**src/assert_macros.svh**
```systemverilog
// Assertion macros shared by the downscaler RTL.
// No dependencies; included by the modules that carry assertions.
`ifndef ASSERT_MACROS_SVH
`define ASSERT_MACROS_SVH

// Plain property, sampled on the rising clock, off while reset is held.
`define BIDS_ASSERT(lbl, clk, rstn, prop, msg) \
    lbl: assert property (@(posedge clk) disable iff (!rstn) prop) else $error(msg);

// Same-cycle implication.
`define BIDS_ASSERT_IMP(lbl, clk, rstn, ante, cons, msg) \
    `BIDS_ASSERT(lbl, clk, rstn, (ante) |-> (cons), msg)

`endif

```
**src/bids_pkg.sv**
```systemverilog
// Package of the bilinear image downscaler: widths, config types, job record.
// No dependencies; imported by every module of the block.
package bids_pkg;

    localparam int COMP_W   = 8;
    localparam int PIX_W    = 3 * COMP_W;
    localparam int WGT_W    = 8;
    localparam int COL_W    = 11;
    localparam int ROW_W    = 12;
    localparam int COL_MAX  = (1 << COL_W) - 1;
    localparam int ROW_MAX  = (1 << ROW_W) - 1;
    localparam int COLPOS_W = 27;
    localparam int ROWPOS_W = 28;

    localparam int SW_W   = 12;
    localparam int SH_W   = 13;
    localparam int DW_W   = 12;
    localparam int DH_W   = 13;
    localparam int STEP_W = 23;

    localparam int CFG_IDX_W  = 3;
    localparam int CFG_DATA_W = STEP_W;

    localparam int MAX_WIDTH_DEF = 2048;
    localparam int FRAC_BITS_DEF = 16;

    localparam int Q_DEPTH = 4;
    localparam int Q_PTR_W = $clog2(Q_DEPTH);
    localparam int Q_CNT_W = $clog2(Q_DEPTH + 1);

    localparam logic [SW_W-1:0]   SRC_WIDTH_RST  = SW_W'(640);
    localparam logic [SH_W-1:0]   SRC_HEIGHT_RST = SH_W'(480);
    localparam logic [DW_W-1:0]   DST_WIDTH_RST  = DW_W'(213);
    localparam logic [DH_W-1:0]   DST_HEIGHT_RST = DH_W'(160);
    localparam logic [STEP_W-1:0] STEP_RST       = STEP_W'(196608);

    typedef enum logic [CFG_IDX_W-1:0] {
        CFG_SRC_WIDTH  = 3'd0,
        CFG_SRC_HEIGHT = 3'd1,
        CFG_DST_WIDTH  = 3'd2,
        CFG_DST_HEIGHT = 3'd3,
        CFG_STEP       = 3'd4
    } cfg_index_t;

    typedef struct packed {
        logic [SW_W-1:0]   src_width;
        logic [SH_W-1:0]   src_height;
        logic [DW_W-1:0]   dst_width;
        logic [DH_W-1:0]   dst_height;
        logic [STEP_W-1:0] step;
    } cfg_t;

    // One destination pixel job: four neighbours, weights, what to emit.
    typedef struct packed {
        logic [PIX_W-1:0] ul;
        logic [PIX_W-1:0] ur;
        logic [PIX_W-1:0] dl;
        logic [PIX_W-1:0] dr;
        logic [WGT_W-1:0] wx;
        logic [WGT_W-1:0] wy;
        logic             mode_h;
        logic             emit_main;
        logic             emit_last;
        logic [COL_W-1:0] col;
        logic [ROW_W-1:0] row_main;
        logic [ROW_W-1:0] row_last;
    } job_t;

endpackage

```
**src/bids_queue.sv**
```systemverilog
// Short job queue between the front end and the blend back end.
// Depends on bids_pkg (job_t, Q_DEPTH).
`include "assert_macros.svh"

module bids_queue
    import bids_pkg::*;
(
    input  logic aclk,
    input  logic aresetn,
    input  logic push_i,
    input  job_t job_i,
    output logic full_o,
    output logic valid_o,
    input  logic pop_i,
    output job_t job_o
);

    job_t               ent_reg [Q_DEPTH];
    logic [Q_PTR_W-1:0] wr_ptr_reg, wr_ptr_next;
    logic [Q_PTR_W-1:0] rd_ptr_reg, rd_ptr_next;
    logic [Q_CNT_W-1:0] cnt_reg,    cnt_next;
    logic               do_push, do_pop;

    assign full_o  = (cnt_reg == Q_CNT_W'(Q_DEPTH));
    assign valid_o = (cnt_reg != '0);
    assign job_o   = ent_reg[rd_ptr_reg];
    assign do_push = push_i && !full_o;
    assign do_pop  = pop_i && valid_o;

    always_comb begin
        wr_ptr_next = do_push ? wr_ptr_reg + 1'b1 : wr_ptr_reg;
        rd_ptr_next = do_pop ? rd_ptr_reg + 1'b1 : rd_ptr_reg;
        cnt_next    = cnt_reg;
        if (do_push && !do_pop) begin
            cnt_next = cnt_reg + 1'b1;
        end else if (do_pop && !do_push) begin
            cnt_next = cnt_reg - 1'b1;
        end
    end

    always_ff @(posedge aclk) begin
        if (!aresetn) begin
            wr_ptr_reg <= '0;
            rd_ptr_reg <= '0;
            cnt_reg    <= '0;
        end else begin
            wr_ptr_reg <= wr_ptr_next;
            rd_ptr_reg <= rd_ptr_next;
            cnt_reg    <= cnt_next;
        end
    end

    always_ff @(posedge aclk) begin
        if (do_push) begin
            ent_reg[wr_ptr_reg] <= job_i;
        end
    end

    `BIDS_ASSERT(a_cnt_in_range, aclk, aresetn, cnt_reg <= Q_CNT_W'(Q_DEPTH),
        "job queue count beyond depth")
    `BIDS_ASSERT_IMP(a_ptrs_when_empty, aclk, aresetn, cnt_reg == '0,
        wr_ptr_reg == rd_ptr_reg, "queue pointers differ while empty")

endmodule

```
**config.mk**
```make
export PLATFORM = sky130hd
export DESIGN_NAME = bids_queue
export DESIGN_NICKNAME = d
export VERILOG_FILES = /design/src/bids_pkg.sv /design/src/bids_queue.sv
export VERILOG_INCLUDE_DIRS = /design/src /design/src/src
export SDC_FILE = /design/constraint.sdc
export NUM_CORES = 1
export LEC_CHECK = 0
export BUFFER_PORTS_ARGS = -buffer_cell sky130_fd_sc_hd__buf_2
export CORE_MARGIN = 3
export CORE_UTILIZATION = 55
export CTS_CLUSTER_DIAMETER = 50
export DETAILED_ROUTE_END_ITERATION = 12
export PLACE_DENSITY = 0.84
export SYNTH_ARGS = -nofsm -noshare
export SYNTH_HDL_FRONTEND = slang
export SYNTH_SLANG_ARGS = --single-unit
```
**constraint.sdc**
```tcl
create_clock -name aclk -period 6.33 [get_ports aclk]
set_input_delay 0.9495 -clock aclk [delete_from_list [all_inputs] [get_ports aclk]]
set_output_delay 0.9495 -clock aclk [all_outputs]
set_load 0.05 [all_outputs]
```
==> impl_metrics.env <==
export IMPL_n_fill_cell=2400
export IMPL_cp_max_fo=48
export IMPL_internal_power_mw=7.892
export IMPL_grt_pass1_vias=10520
export IMPL_syn_area_mm2=0.02210
export IMPL_syn_nets=992
export IMPL_seq_power_share_pct=41.8
export IMPL_path_cells="buf_4 > mux4_2 > buf_2"
export IMPL_r2r_setup_slack_ns=3.31
export IMPL_status="finished, final reports clean"
export IMPL_tns_ns=0
export IMPL_clkPwrFrac_pct=27.1
export IMPL_comb_power_share_pct=31.1
export IMPL_core_area_mm2=0.03919
export IMPL_slew_headroom_pct=34.28
export IMPL_vias=10020
export IMPL_cts_root_buffer="clkbuf_16"
export IMPL_ys_seq_elements=609
export IMPL_area_delta_synth_final_pct=17.71
export IMPL_fin_crit_sh_pct=61.85
export IMPL_synth_edf_count=600
export IMPL_synth_common_cells="600 x edfxtp_1, 150 x mux4_2, 17 x buf_2"
export IMPL_p_switching_mw=4.229
export IMPL_ios=306
export IMPL_syn_mean_instance_area_um2=26.56
export IMPL_initial_core_util_pct=56.40
export IMPL_start_kind="flop"
export IMPL_synthCells=832
export IMPL_grt_antenna_before_repair=10
export IMPL_vias_per_cell=5.757
export IMPL_dp_hpwl_um=25230
export IMPL_total_power_mw=12.12
export IMPL_grt_setup_unrepaired="false"
export IMPL_cp_arrival_ns=2.97
export IMPL_largest_reg_flops=600
export IMPL_place_congestion=0.7201
export IMPL_slew_viol_final=0
export IMPL_postCtsSetupBuffers=0
export IMPL_netlist_area_leader_share_pct=81.53
export IMPL_power_leakage_nw=8.657
export IMPL_power_density_mw_per_mm2=465.9
export IMPL_num_nets_final=1332
export IMPL_hold_path_class="reg -> reg"
export IMPL_clockBufferDepth=3
export IMPL_cts_tree="built"
export IMPL_grt_total_usage_pct=20.52
export IMPL_path_clk_slew_ns=0.06
export IMPL_drv_cap=0
export IMPL_row_count=72
export IMPL_ys_types=21
export IMPL_period_needed_ns=3.915
export IMPL_p_sw_share_pct=34.89
export IMPL_max_slew_worst_pin_slew_ns=0.9859
export IMPL_end_kind="primary output"
export IMPL_timing_fmax_mhz=255.4
export IMPL_ant_nets=0
export IMPL_max_stage_delay_ns=0.77
export IMPL_slowest_stage="buf_4"
export IMPL_hold_buffers=0
export IMPL_drtIter0Drc=878
export IMPL_worstPathRequired_ns=5.38
export IMPL_synth_main_ff_cell="edfxtp_1"
export IMPL_skew_ns=0.01943
export IMPL_post_cts_resized=0
export IMPL_drc=0
export IMPL_path_class="reg -> out"
export IMPL_grt_overflow_total=0
export IMPL_r2r_start="cnt_reg[0]"
export IMPL_worstHoldStart="wr_ptr_reg[1]"
export IMPL_synth_yosys_seq_area_share_pct=82.34
export IMPL_finalHoldViolations=0
export IMPL_die_h_um=206.5
export IMPL_wl_per_cell_um=24.81
export IMPL_setup_viol=0
export IMPL_netlist_top_cells_area="edfxtp_1 82%, mux4_2 15%, dfxtp_1 0.82%"
export IMPL_die_w_um=206.5
export IMPL_first_pass_iters=5
export IMPL_drive_gt1_share_pct=45.84
export IMPL_vdd_ir_drop_max_uv=308.2
export IMPL_yosysTopAreaCell="edfxtp_1"
export IMPL_clock_sinks=609
export IMPL_yosysWarnings=0
export IMPL_synth_async_reset_ratio_pct=0
export IMPL_routed_wl_um=43200
export IMPL_insertion_delay_ns=0.60
export IMPL_grt_pass1_wl_um=64830
export IMPL_die_area_mm2=0.04262
export IMPL_port_buffers=305
export IMPL_synth_most_common_cell="edfxtp_1"
export IMPL_grt_max_degree=107
export IMPL_cts_buffers=58
export IMPL_htree_levels=2
-- path summary, 6_finish.rpt --
| check | to | cells after the start |
|---|---|---|
| setup / recovery | job_o[109] | 3 |
| hold reg to reg | wr_ptr_reg[1] | 2 |
| setup reg to reg | ent_reg[3][46] | 4 |
| hold / removal | wr_ptr_reg[1] | 2 |
-- per-layer routing --
metal	part of all wire (%)	track usage [%]	vias up
li1	-	-	4292
met1	38	27.98	5185
met2	50	32.62	442
met3	9.9	5.906	94
met4	2.7	6.667	10
met5	0.15	0	-
-- critical path: cells and delay by family, from the launching register on --
kind     cells  cell delay [ns]
flops        1             0.63
mux          1             0.64
buf+inv      2             1.00
-- power by group through the flow --
stage	sequential, mW	clock [mW]	combinational [mW]
floorplan	5.10	0	3.06
global placement	5.11	0	3.78
detailed placement	5.15	0	3.81
CTS	5.08	3.34	3.83
global route	5.11	3.50	3.95
finish	5.07	3.28	3.77
-- per-stage QoR --
stage                     std cells  worst slack (ns)  instance area (µm²)  hold WS (ns)  util, %
after floorplan                 832             1.028                22100        0.4677        -
after CTS                      1733             2.280                25990        0.5103    66.33
final                          1741             2.415                26010        0.5097    66.38
after global placement         1630             2.841                24190        0.4789    61.72
after detailed placement       1630             2.825                24190        0.5017    61.72
after global routing           1734             2.146                26000        0.5253    66.34
-- cell usage in the layout (no fill, tap or decap), types with 3 or more instances in the layout --
master	count
clkbuf_16	59
edfxtp_1	600
xnor2_1	3
bufinv_16	4
ha_1	5
mux4_2	150
mux2i_1	3
buf_2	305
and2_4	4
clkbuf_1	9
dfxtp_1	7
clkinvlp_4	4
diode_2	8
clkinv_2	13
buf_12	4
and2_1	4
nand2_1	4
buf_4	7
clkinv_1	9
inv_1	3
-- cell type report --
cell class / instances / area [µm²] / share of cell area [%]
repair buffers: 316 / 1659 / 6.378
diodes: 8 / 20.02 / 0.07696
well taps: 518 / 648.1 / 2.491
multi-input cells: 184 / 3662 / 14.08
flip-flops and latches: 609 / 18210 / 69.98
inverters: 3 / 11.26 / 0.04329
clock buffers: 68 / 1510 / 5.805
clock inverters: 35 / 297.8 / 1.145
-- kinds of logic after synthesis --
logic type / count (synthesis) / synth area share [%]
adder cells (fa/ha/maj): 6 / 0.3737
multiplexers: 153 / 15.42
AND/OR/NAND/NOR: 17 / 0.4416
buffers and inverters: 39 / 1.132
flip-flops: 609 / 82.34
XOR/XNOR: 4 / 0.1586
AO/OA/AOI/OAI: 4 / 0.1302
No activity file was read; power rests on OpenSTA's default activity.
