--- src/assert_macros.svh ---
// Assertion macros shared by the downscaler RTL.
// No dependencies; included by the modules that carry assertions.
`ifndef ASSERT_MACROS_SVH
`define ASSERT_MACROS_SVH

// Plain property, sampled on the rising clock, off while reset is held.
`define BIDS_ASSERT(lbl, clk, rstn, prop, msg) \
    lbl: assert property (@(posedge clk) disable iff (!rstn) prop) else $error(msg);

// Same-cycle implication.
`define BIDS_ASSERT_IMP(lbl, clk, rstn, ante, cons, msg) \
    `BIDS_ASSERT(lbl, clk, rstn, (ante) |-> (cons), msg)

`endif

--- src/bids_pkg.sv ---
// Package of the bilinear image downscaler: widths, config types, job record.
// No dependencies; imported by every module of the block.
package bids_pkg;

    localparam int COMP_W   = 8;
    localparam int PIX_W    = 3 * COMP_W;
    localparam int WGT_W    = 8;
    localparam int COL_W    = 11;
    localparam int ROW_W    = 12;
    localparam int COL_MAX  = (1 << COL_W) - 1;
    localparam int ROW_MAX  = (1 << ROW_W) - 1;
    localparam int COLPOS_W = 27;
    localparam int ROWPOS_W = 28;

    localparam int SW_W   = 12;
    localparam int SH_W   = 13;
    localparam int DW_W   = 12;
    localparam int DH_W   = 13;
    localparam int STEP_W = 23;

    localparam int CFG_IDX_W  = 3;
    localparam int CFG_DATA_W = STEP_W;

    localparam int MAX_WIDTH_DEF = 2048;
    localparam int FRAC_BITS_DEF = 16;

    localparam int Q_DEPTH = 4;
    localparam int Q_PTR_W = $clog2(Q_DEPTH);
    localparam int Q_CNT_W = $clog2(Q_DEPTH + 1);

    localparam logic [SW_W-1:0]   SRC_WIDTH_RST  = SW_W'(640);
    localparam logic [SH_W-1:0]   SRC_HEIGHT_RST = SH_W'(480);
    localparam logic [DW_W-1:0]   DST_WIDTH_RST  = DW_W'(213);
    localparam logic [DH_W-1:0]   DST_HEIGHT_RST = DH_W'(160);
    localparam logic [STEP_W-1:0] STEP_RST       = STEP_W'(196608);

    typedef enum logic [CFG_IDX_W-1:0] {
        CFG_SRC_WIDTH  = 3'd0,
        CFG_SRC_HEIGHT = 3'd1,
        CFG_DST_WIDTH  = 3'd2,
        CFG_DST_HEIGHT = 3'd3,
        CFG_STEP       = 3'd4
    } cfg_index_t;

    typedef struct packed {
        logic [SW_W-1:0]   src_width;
        logic [SH_W-1:0]   src_height;
        logic [DW_W-1:0]   dst_width;
        logic [DH_W-1:0]   dst_height;
        logic [STEP_W-1:0] step;
    } cfg_t;

    // One destination pixel job: four neighbours, weights, what to emit.
    typedef struct packed {
        logic [PIX_W-1:0] ul;
        logic [PIX_W-1:0] ur;
        logic [PIX_W-1:0] dl;
        logic [PIX_W-1:0] dr;
        logic [WGT_W-1:0] wx;
        logic [WGT_W-1:0] wy;
        logic             mode_h;
        logic             emit_main;
        logic             emit_last;
        logic [COL_W-1:0] col;
        logic [ROW_W-1:0] row_main;
        logic [ROW_W-1:0] row_last;
    } job_t;

endpackage

--- src/bids_back.sv ---
// Back end: horizontal then vertical blend of queued jobs, and the output
// register that sends one or two result beats per job. Depends on bids_pkg.
`include "assert_macros.svh"

module bids_back
    import bids_pkg::*;
(
    input  logic              aclk,
    input  logic              aresetn,
    input  logic              q_valid_i,
    input  job_t              q_job_i,
    output logic              q_pop_o,
    output logic              m_valid,
    input  logic              m_ready,
    output logic [COMP_W-1:0] m_out_first,
    output logic [COMP_W-1:0] m_out_second,
    output logic [COMP_W-1:0] m_out_third,
    output logic [COL_W-1:0]  m_dest_column,
    output logic [ROW_W-1:0]  m_dest_row,
    output logic              m_end_of_run
);

    localparam int HS_W = 2 * COMP_W;
    localparam logic [WGT_W:0] WGT_ONE = (WGT_W + 1)'(1 << WGT_W);

    typedef struct packed {
        logic [2:0][HS_W-1:0] top;
        logic [2:0][HS_W-1:0] bot;
        logic [WGT_W-1:0]     wy;
        logic                 mode_h;
        logic                 emit_main;
        logic                 emit_last;
        logic [COL_W-1:0]     col;
        logic [ROW_W-1:0]     row_main;
        logic [ROW_W-1:0]     row_last;
    } s1_t;

    typedef struct packed {
        logic [PIX_W-1:0] v_main;
        logic [PIX_W-1:0] v_last;
        logic [COL_W-1:0] col;
        logic [ROW_W-1:0] row_main;
        logic [ROW_W-1:0] row_last;
    } s2_t;

    function automatic logic [HS_W-1:0] hmix(input logic [COMP_W-1:0] a,
                                             input logic [COMP_W-1:0] b,
                                             input logic [WGT_W:0] wa,
                                             input logic [WGT_W:0] wb);
        logic [HS_W:0] pa;
        logic [HS_W:0] pb;
        logic [HS_W:0] sum;
        pa  = (HS_W + 1)'(a) * (HS_W + 1)'(wa);
        pb  = (HS_W + 1)'(b) * (HS_W + 1)'(wb);
        sum = pa + pb;
        return sum[HS_W-1:0];
    endfunction

    function automatic logic [COMP_W-1:0] vmix(input logic [HS_W-1:0] t,
                                               input logic [HS_W-1:0] b,
                                               input logic [WGT_W:0] wt,
                                               input logic [WGT_W:0] wb);
        logic [HS_W+WGT_W:0] pt;
        logic [HS_W+WGT_W:0] pb;
        logic [HS_W+WGT_W:0] sum;
        pt  = (HS_W + WGT_W + 1)'(t) * (HS_W + WGT_W + 1)'(wt);
        pb  = (HS_W + WGT_W + 1)'(b) * (HS_W + WGT_W + 1)'(wb);
        sum = pt + pb;
        return sum[HS_W+WGT_W-1 -: COMP_W];
    endfunction

    s1_t  s1_reg, s1_next;
    s2_t  s2_reg, s2_next;
    logic s1_valid_reg, s1_valid_next;
    logic s2_valid_reg, s2_valid_next;
    logic pend_main_reg, pend_main_next;
    logic pend_last_reg, pend_last_next;

    logic              m_valid_reg, m_valid_next;
    logic [PIX_W-1:0]  m_pix_reg,   m_pix_next;
    logic [COL_W-1:0]  m_col_reg,   m_col_next;
    logic [ROW_W-1:0]  m_row_reg,   m_row_next;
    logic              m_eor_reg,   m_eor_next;

    logic out_load, last_beat, s2_done, s2_take;

    assign out_load  = s2_valid_reg && (!m_valid_reg || m_ready);
    assign last_beat = !(pend_main_reg && pend_last_reg);
    assign s2_done   = out_load && last_beat;
    assign s2_take   = s1_valid_reg && (!s2_valid_reg || s2_done);
    assign q_pop_o   = q_valid_i && (!s1_valid_reg || s2_take);

    // stage 1: horizontal blends of the upper and lower pairs
    always_comb begin
        logic [WGT_W:0] wa;
        logic [WGT_W:0] wb;
        wa = WGT_ONE - {1'b0, q_job_i.wx};
        wb = {1'b0, q_job_i.wx};
        s1_next = s1_reg;
        for (int k = 0; k < 3; k++) begin
            s1_next.top[k] = hmix(q_job_i.ul[COMP_W*k +: COMP_W],
                                  q_job_i.ur[COMP_W*k +: COMP_W], wa, wb);
            s1_next.bot[k] = hmix(q_job_i.dl[COMP_W*k +: COMP_W],
                                  q_job_i.dr[COMP_W*k +: COMP_W], wa, wb);
        end
        s1_next.wy        = q_job_i.wy;
        s1_next.mode_h    = q_job_i.mode_h;
        s1_next.emit_main = q_job_i.emit_main;
        s1_next.emit_last = q_job_i.emit_last;
        s1_next.col       = q_job_i.col;
        s1_next.row_main  = q_job_i.row_main;
        s1_next.row_last  = q_job_i.row_last;
        s1_valid_next     = q_pop_o ? 1'b1 : (s2_take ? 1'b0 : s1_valid_reg);
    end

    // stage 2: vertical blend; single-row results take the lower pair alone
    always_comb begin
        logic [WGT_W:0] wt;
        logic [WGT_W:0] wb;
        wt = WGT_ONE - {1'b0, s1_reg.wy};
        wb = {1'b0, s1_reg.wy};
        s2_next = s2_reg;
        for (int k = 0; k < 3; k++) begin
            s2_next.v_last[COMP_W*k +: COMP_W] = s1_reg.bot[k][HS_W-1 -: COMP_W];
            s2_next.v_main[COMP_W*k +: COMP_W] = s1_reg.mode_h
                ? s1_reg.bot[k][HS_W-1 -: COMP_W]
                : vmix(s1_reg.top[k], s1_reg.bot[k], wt, wb);
        end
        s2_next.col      = s1_reg.col;
        s2_next.row_main = s1_reg.row_main;
        s2_next.row_last = s1_reg.row_last;

        s2_valid_next  = s2_valid_reg;
        pend_main_next = pend_main_reg;
        pend_last_next = pend_last_reg;
        if (s2_take) begin
            s2_valid_next  = 1'b1;
            pend_main_next = s1_reg.emit_main;
            pend_last_next = s1_reg.emit_last;
        end else if (s2_done) begin
            s2_valid_next  = 1'b0;
            pend_main_next = 1'b0;
            pend_last_next = 1'b0;
        end else if (out_load) begin
            pend_main_next = 1'b0;
        end
    end

    // output register: middle-row result first, last-row result second
    always_comb begin
        m_valid_next = m_valid_reg;
        m_pix_next   = m_pix_reg;
        m_col_next   = m_col_reg;
        m_row_next   = m_row_reg;
        m_eor_next   = m_eor_reg;
        if (out_load) begin
            m_valid_next = 1'b1;
            m_pix_next   = pend_main_reg ? s2_reg.v_main : s2_reg.v_last;
            m_col_next   = s2_reg.col;
            m_row_next   = pend_main_reg ? s2_reg.row_main : s2_reg.row_last;
            m_eor_next   = last_beat;
        end else if (m_ready) begin
            m_valid_next = 1'b0;
        end
    end

    always_ff @(posedge aclk) begin
        if (!aresetn) begin
            s1_valid_reg  <= 1'b0;
            s2_valid_reg  <= 1'b0;
            pend_main_reg <= 1'b0;
            pend_last_reg <= 1'b0;
            m_valid_reg   <= 1'b0;
        end else begin
            s1_valid_reg  <= s1_valid_next;
            s2_valid_reg  <= s2_valid_next;
            pend_main_reg <= pend_main_next;
            pend_last_reg <= pend_last_next;
            m_valid_reg   <= m_valid_next;
        end
    end

    always_ff @(posedge aclk) begin
        if (q_pop_o) begin
            s1_reg <= s1_next;
        end
        if (s2_take) begin
            s2_reg <= s2_next;
        end
        m_pix_reg <= m_pix_next;
        m_col_reg <= m_col_next;
        m_row_reg <= m_row_next;
        m_eor_reg <= m_eor_next;
    end

    assign m_valid       = m_valid_reg;
    assign m_out_first   = m_pix_reg[0 +: COMP_W];
    assign m_out_second  = m_pix_reg[COMP_W +: COMP_W];
    assign m_out_third   = m_pix_reg[2*COMP_W +: COMP_W];
    assign m_dest_column = m_col_reg;
    assign m_dest_row    = m_row_reg;
    assign m_end_of_run  = m_eor_reg;

    `BIDS_ASSERT_IMP(a_s2_has_work, aclk, aresetn, s2_valid_reg,
        pend_main_reg || pend_last_reg, "blend stage holds a job with nothing to send")

endmodule

--- config.mk ---
export PLATFORM = sky130hd
export DESIGN_NAME = bids_back
export DESIGN_NICKNAME = d
export VERILOG_FILES = /design/src/bids_pkg.sv /design/src/bids_back.sv
export VERILOG_INCLUDE_DIRS = /design/src /design/src/src
export SDC_FILE = /design/constraint.sdc
export NUM_CORES = 2
export LEC_CHECK = 0
export ABC_AREA = 1
export CELL_PAD_IN_SITES_DETAIL_PLACEMENT = 0
export CELL_PAD_IN_SITES_GLOBAL_PLACEMENT = 1
export CORE_ASPECT_RATIO = 0.7
export CORE_UTILIZATION = 40
export CTS_BUF_LIST = sky130_fd_sc_hd__clkbuf_8
export CTS_CLUSTER_DIAMETER = 100
export DETAILED_ROUTE_END_ITERATION = 7
export DONT_BUFFER_PORTS = 1
export PLACE_DENSITY = 0.67
export SETUP_SLACK_MARGIN = 0.02
export SLEW_MARGIN = 10
export SYNTH_ARGS = -nofsm -noshare
export SYNTH_HDL_FRONTEND = slang
export SYNTH_SLANG_ARGS = --single-unit
--- constraint.sdc ---
create_clock -name aclk -period 32.3 [get_ports aclk]
set_clock_uncertainty 0.2 [all_clocks]
set_input_delay 6.46 -clock aclk [delete_from_list [all_inputs] [get_ports aclk]]
set_output_delay 6.46 -clock aclk [all_outputs]
set_load 0.02 [all_outputs]
==> impl_metrics.env <==
export IMPL_clock_sinks=278
export IMPL_maxSlewHeadroom=0.2651
export IMPL_largest_register_ffs=142
export IMPL_arrival_ns=7.50
export IMPL_first_pass_iters=5
export IMPL_worst_pin_slew_ns=1.101
export IMPL_coreArea_um2=158800
export IMPL_area_growth_pct=4.282
export IMPL_layout_drive_gt1_share=0.02818
export IMPL_critPathRequiredTime_ns=25.64
export IMPL_synth_edf_count=273
export IMPL_seq_area_frac_synth=0.1292
export IMPL_tns_ns=0
export IMPL_syn_mean_instance_area_um2=8.247
export IMPL_worst_skew_pair_late_latency_ns=0.72
export IMPL_initial_core_util=0.4045
export IMPL_period_needed_ns=14.16
export IMPL_wl_per_cell_um=18.84
export IMPL_dr_first_iter_drc_count=3174
export IMPL_clockBufferDepth=3
export IMPL_htreeDepth=2
export IMPL_rsz0062_at_grt="no"
export IMPL_cts_tree="built"
export IMPL_ys_flop_type="edfxtp_1"
export IMPL_port_buffers=0
export IMPL_die_area_um2=162200
export IMPL_n_fill_cell=16200
export IMPL_grt_overflow_total=0
export IMPL_maxCapViolCount=0
export IMPL_syn_nets=9806
export IMPL_ant_nets=0
export IMPL_grtUsageTotal=0.2350
export IMPL_start_kind="primary input"
export IMPL_ys_warnings_count=0
export IMPL_cts_made_buffers=52
export IMPL_die_y_um=337.2
export IMPL_dp_hpwl_mm=145.4
export IMPL_criticalPathCategory="primary input to output port"
export IMPL_cp_end_kind="output port"
export IMPL_drcViolationCount=0
export IMPL_rows=122
export IMPL_synthDistinctLibCells=46
export IMPL_cts_hold_buf=0
export IMPL_grt_pass1_vias=48420
export IMPL_drv_slew=0
export IMPL_instances_no_fill=9739
export IMPL_drt_wl_total_mm=183.5
export IMPL_gp_congestion=0.8899
export IMPL_dieWidth_um=480.9
export IMPL_io_pins=204
export IMPL_nets=9606
export IMPL_finalSetupViolations=0
export IMPL_cts_root_buf="clkbuf_8"
export IMPL_period_share=0.4384
export IMPL_syn_area_um2=64220
export IMPL_grt_max_degree=133
export IMPL_path_clk_slew_ns=0.06
export IMPL_cts_resized=0
export IMPL_cts_setup_buffers=0
export IMPL_status="finished, final reports clean"
export IMPL_synthArstFlopShare=0
export IMPL_syn_inst=7787
export IMPL_worstPathMaxFanout=12
export IMPL_antenna_found_initial=3
export IMPL_hold_class="flip-flop to flip-flop"
export IMPL_viasPerCell=4.731
export IMPL_hold_viol=0
export IMPL_vias=46080
export IMPL_grt_first_pass_wirelength_mm=289.7
export IMPL_synth_seq_cells=278
export IMPL_placed_cells=9641
export IMPL_fmax_mhz=70.62
## path summary, 6_finish.rpt
path / start / slack [ns] / to / depth (start not counted)
worst max-delay path: m_ready / 18.14 / q_pop_o / 8
worst min-delay path: s1_reg[11] / 0.21 / s2_reg[11] / 0
worst max register to register: s1_reg[38] / 24.17 / s2_reg[80] / 31
worst min register to register: s1_reg[11] / 0.21 / s2_reg[11] / 0
## final cells by class
class	count	area, um^2	share of cell area
diodes	1	2.502	0.00003737
clock buffers	52	715.7	0.01069
clock inverters	45	349.1	0.005213
inverters	2490	9346	0.1396
multi-input cells	4728	45320	0.6767
flip-flops and latches	278	8299	0.1239
well taps	2108	2638	0.03938
repair buffers	37	302.8	0.004521
## synth_stat cells, types with 2 or more instances
cell | n | area (um^2)
and2_1 | 3 | 18.77
nor2_2 | 31 | 193.9
a21o_1 | 16 | 120.1
clkbuf_1 | 154 | 578.1
o211ai_1 | 3 | 22.52
buf_4 | 6 | 45.04
buf_1 | 32 | 120.1
nor2_1 | 381 | 1430
buf_6 | 6 | 67.56
clkbuf_2 | 70 | 350.3
a21oi_1 | 134 | 670.6
dfxtp_1 | 5 | 100.1
xor2_1 | 63 | 551.8
inv_2 | 4 | 15.01
nor3_1 | 14 | 70.07
nand2_1 | 1874 | 7034
a21boi_0 | 5 | 37.54
or2_2 | 3 | 18.77
ha_1 | 599 | 7495
nand3b_1 | 15 | 112.6
mux2_2 | 36 | 405.4
fa_1 | 1266 | 25340
nand2_2 | 2 | 12.51
edfxtp_1 | 273 | 8198
o21ai_0 | 58 | 290.3
buf_2 | 23 | 115.1
nand4_1 | 21 | 131.4
clkinv_1 | 3 | 11.26
xnor2_1 | 38 | 332.8
a31oi_1 | 2 | 12.51
o31ai_1 | 4 | 30.03
o2111ai_1 | 4 | 35.03
nor2_4 | 12 | 135.1
o21bai_1 | 8 | 60.06
nand3_1 | 126 | 630.6
inv_1 | 2483 | 9320
## routing by layer
metal  wire length [um]  GRT usage  share of wire  vias to the layer above
met4               1911    0.02871          0.010                        4
met3              13810    0.04485          0.075                       93
met1              92930     0.3671           0.51                    23060
met2              74720     0.3413           0.41                     1282
met5                113   0.004412        0.00062                        -
li1                   -          -              -                    21640
## metrics by stage
step / util / worst slack (ns) / instance area, um^2 / hold WS, ns
after floorplan: - / 12.52 / 64220 / 0.2003
after global routing: 0.4218 / 18.02 / 66970 / 0.2162
final: 0.4218 / 18.14 / 66970 / 0.2105
after detailed placement: 0.4151 / 18.15 / 65900 / 0.2045
after CTS: 0.4218 / 18.15 / 66970 / 0.2113
after global placement: 0.4151 / 18.09 / 65900 / 0.2007
## worst max-delay path, cell delays in order
cell and delay [ns]:
inv_1 0.02, nand2_1 0.06, nand2_1 0.09, a21oi_1 0.18, nor2_1 0.12, inv_1 0.09
nor2_1 0.07, nor2_4 0.40
## cell usage in the layout, fill, tap and decap left out, types with 8 or more instances in the layout
| master | synthesis | layout |
|---|---|---|
| o21ai_0 | 58 | 58 |
| clkinv_1 | 3 | 11 |
| nor2_4 | 12 | 14 |
| nor2_1 | 381 | 379 |
| edfxtp_1 | 273 | 273 |
| nand4_1 | 21 | 21 |
| xor2_1 | 63 | 63 |
| mux2_2 | 36 | 36 |
| nand3b_1 | 15 | 15 |
| buf_4 | 6 | 35 |
| clkinv_2 | 0 | 11 |
| nand2_1 | 1874 | 1874 |
| nand3_1 | 126 | 126 |
| nor3_1 | 14 | 14 |
| a21oi_1 | 134 | 134 |
| o21bai_1 | 8 | 8 |
| inv_2 | 4 | 9 |
| xnor2_1 | 38 | 38 |
| ha_1 | 599 | 598 |
| clkbuf_8 | 0 | 52 |
| inv_1 | 2483 | 2490 |
| a21o_1 | 16 | 16 |
| nor2_2 | 31 | 31 |
| fa_1 | 1266 | 1266 |
## cell families (layout without fill, tap and decap cells)
| logic type | after synthesis | after routing | synth area share |
|---|---|---|---|
| buffers and inverters | 2781 | 2624 | 0.1654 |
| flip-flops | 278 | 278 | 0.1292 |
| AO/OA/AOI/OAI | 238 | 238 | 0.02038 |
| adder cells (fa/ha/maj) | 1865 | 1865 | 0.5114 |
| AND/OR/NAND/NOR | 2487 | 2487 | 0.1531 |
| XOR/XNOR | 102 | 102 | 0.01420 |
| other | 0 | 1 | 0 |
| multiplexers | 36 | 36 | 0.006313 |
Power is left out: the tool's default activity adds up to more than one toggle a clock period on the data nets, which glitch-free logic cannot reach.
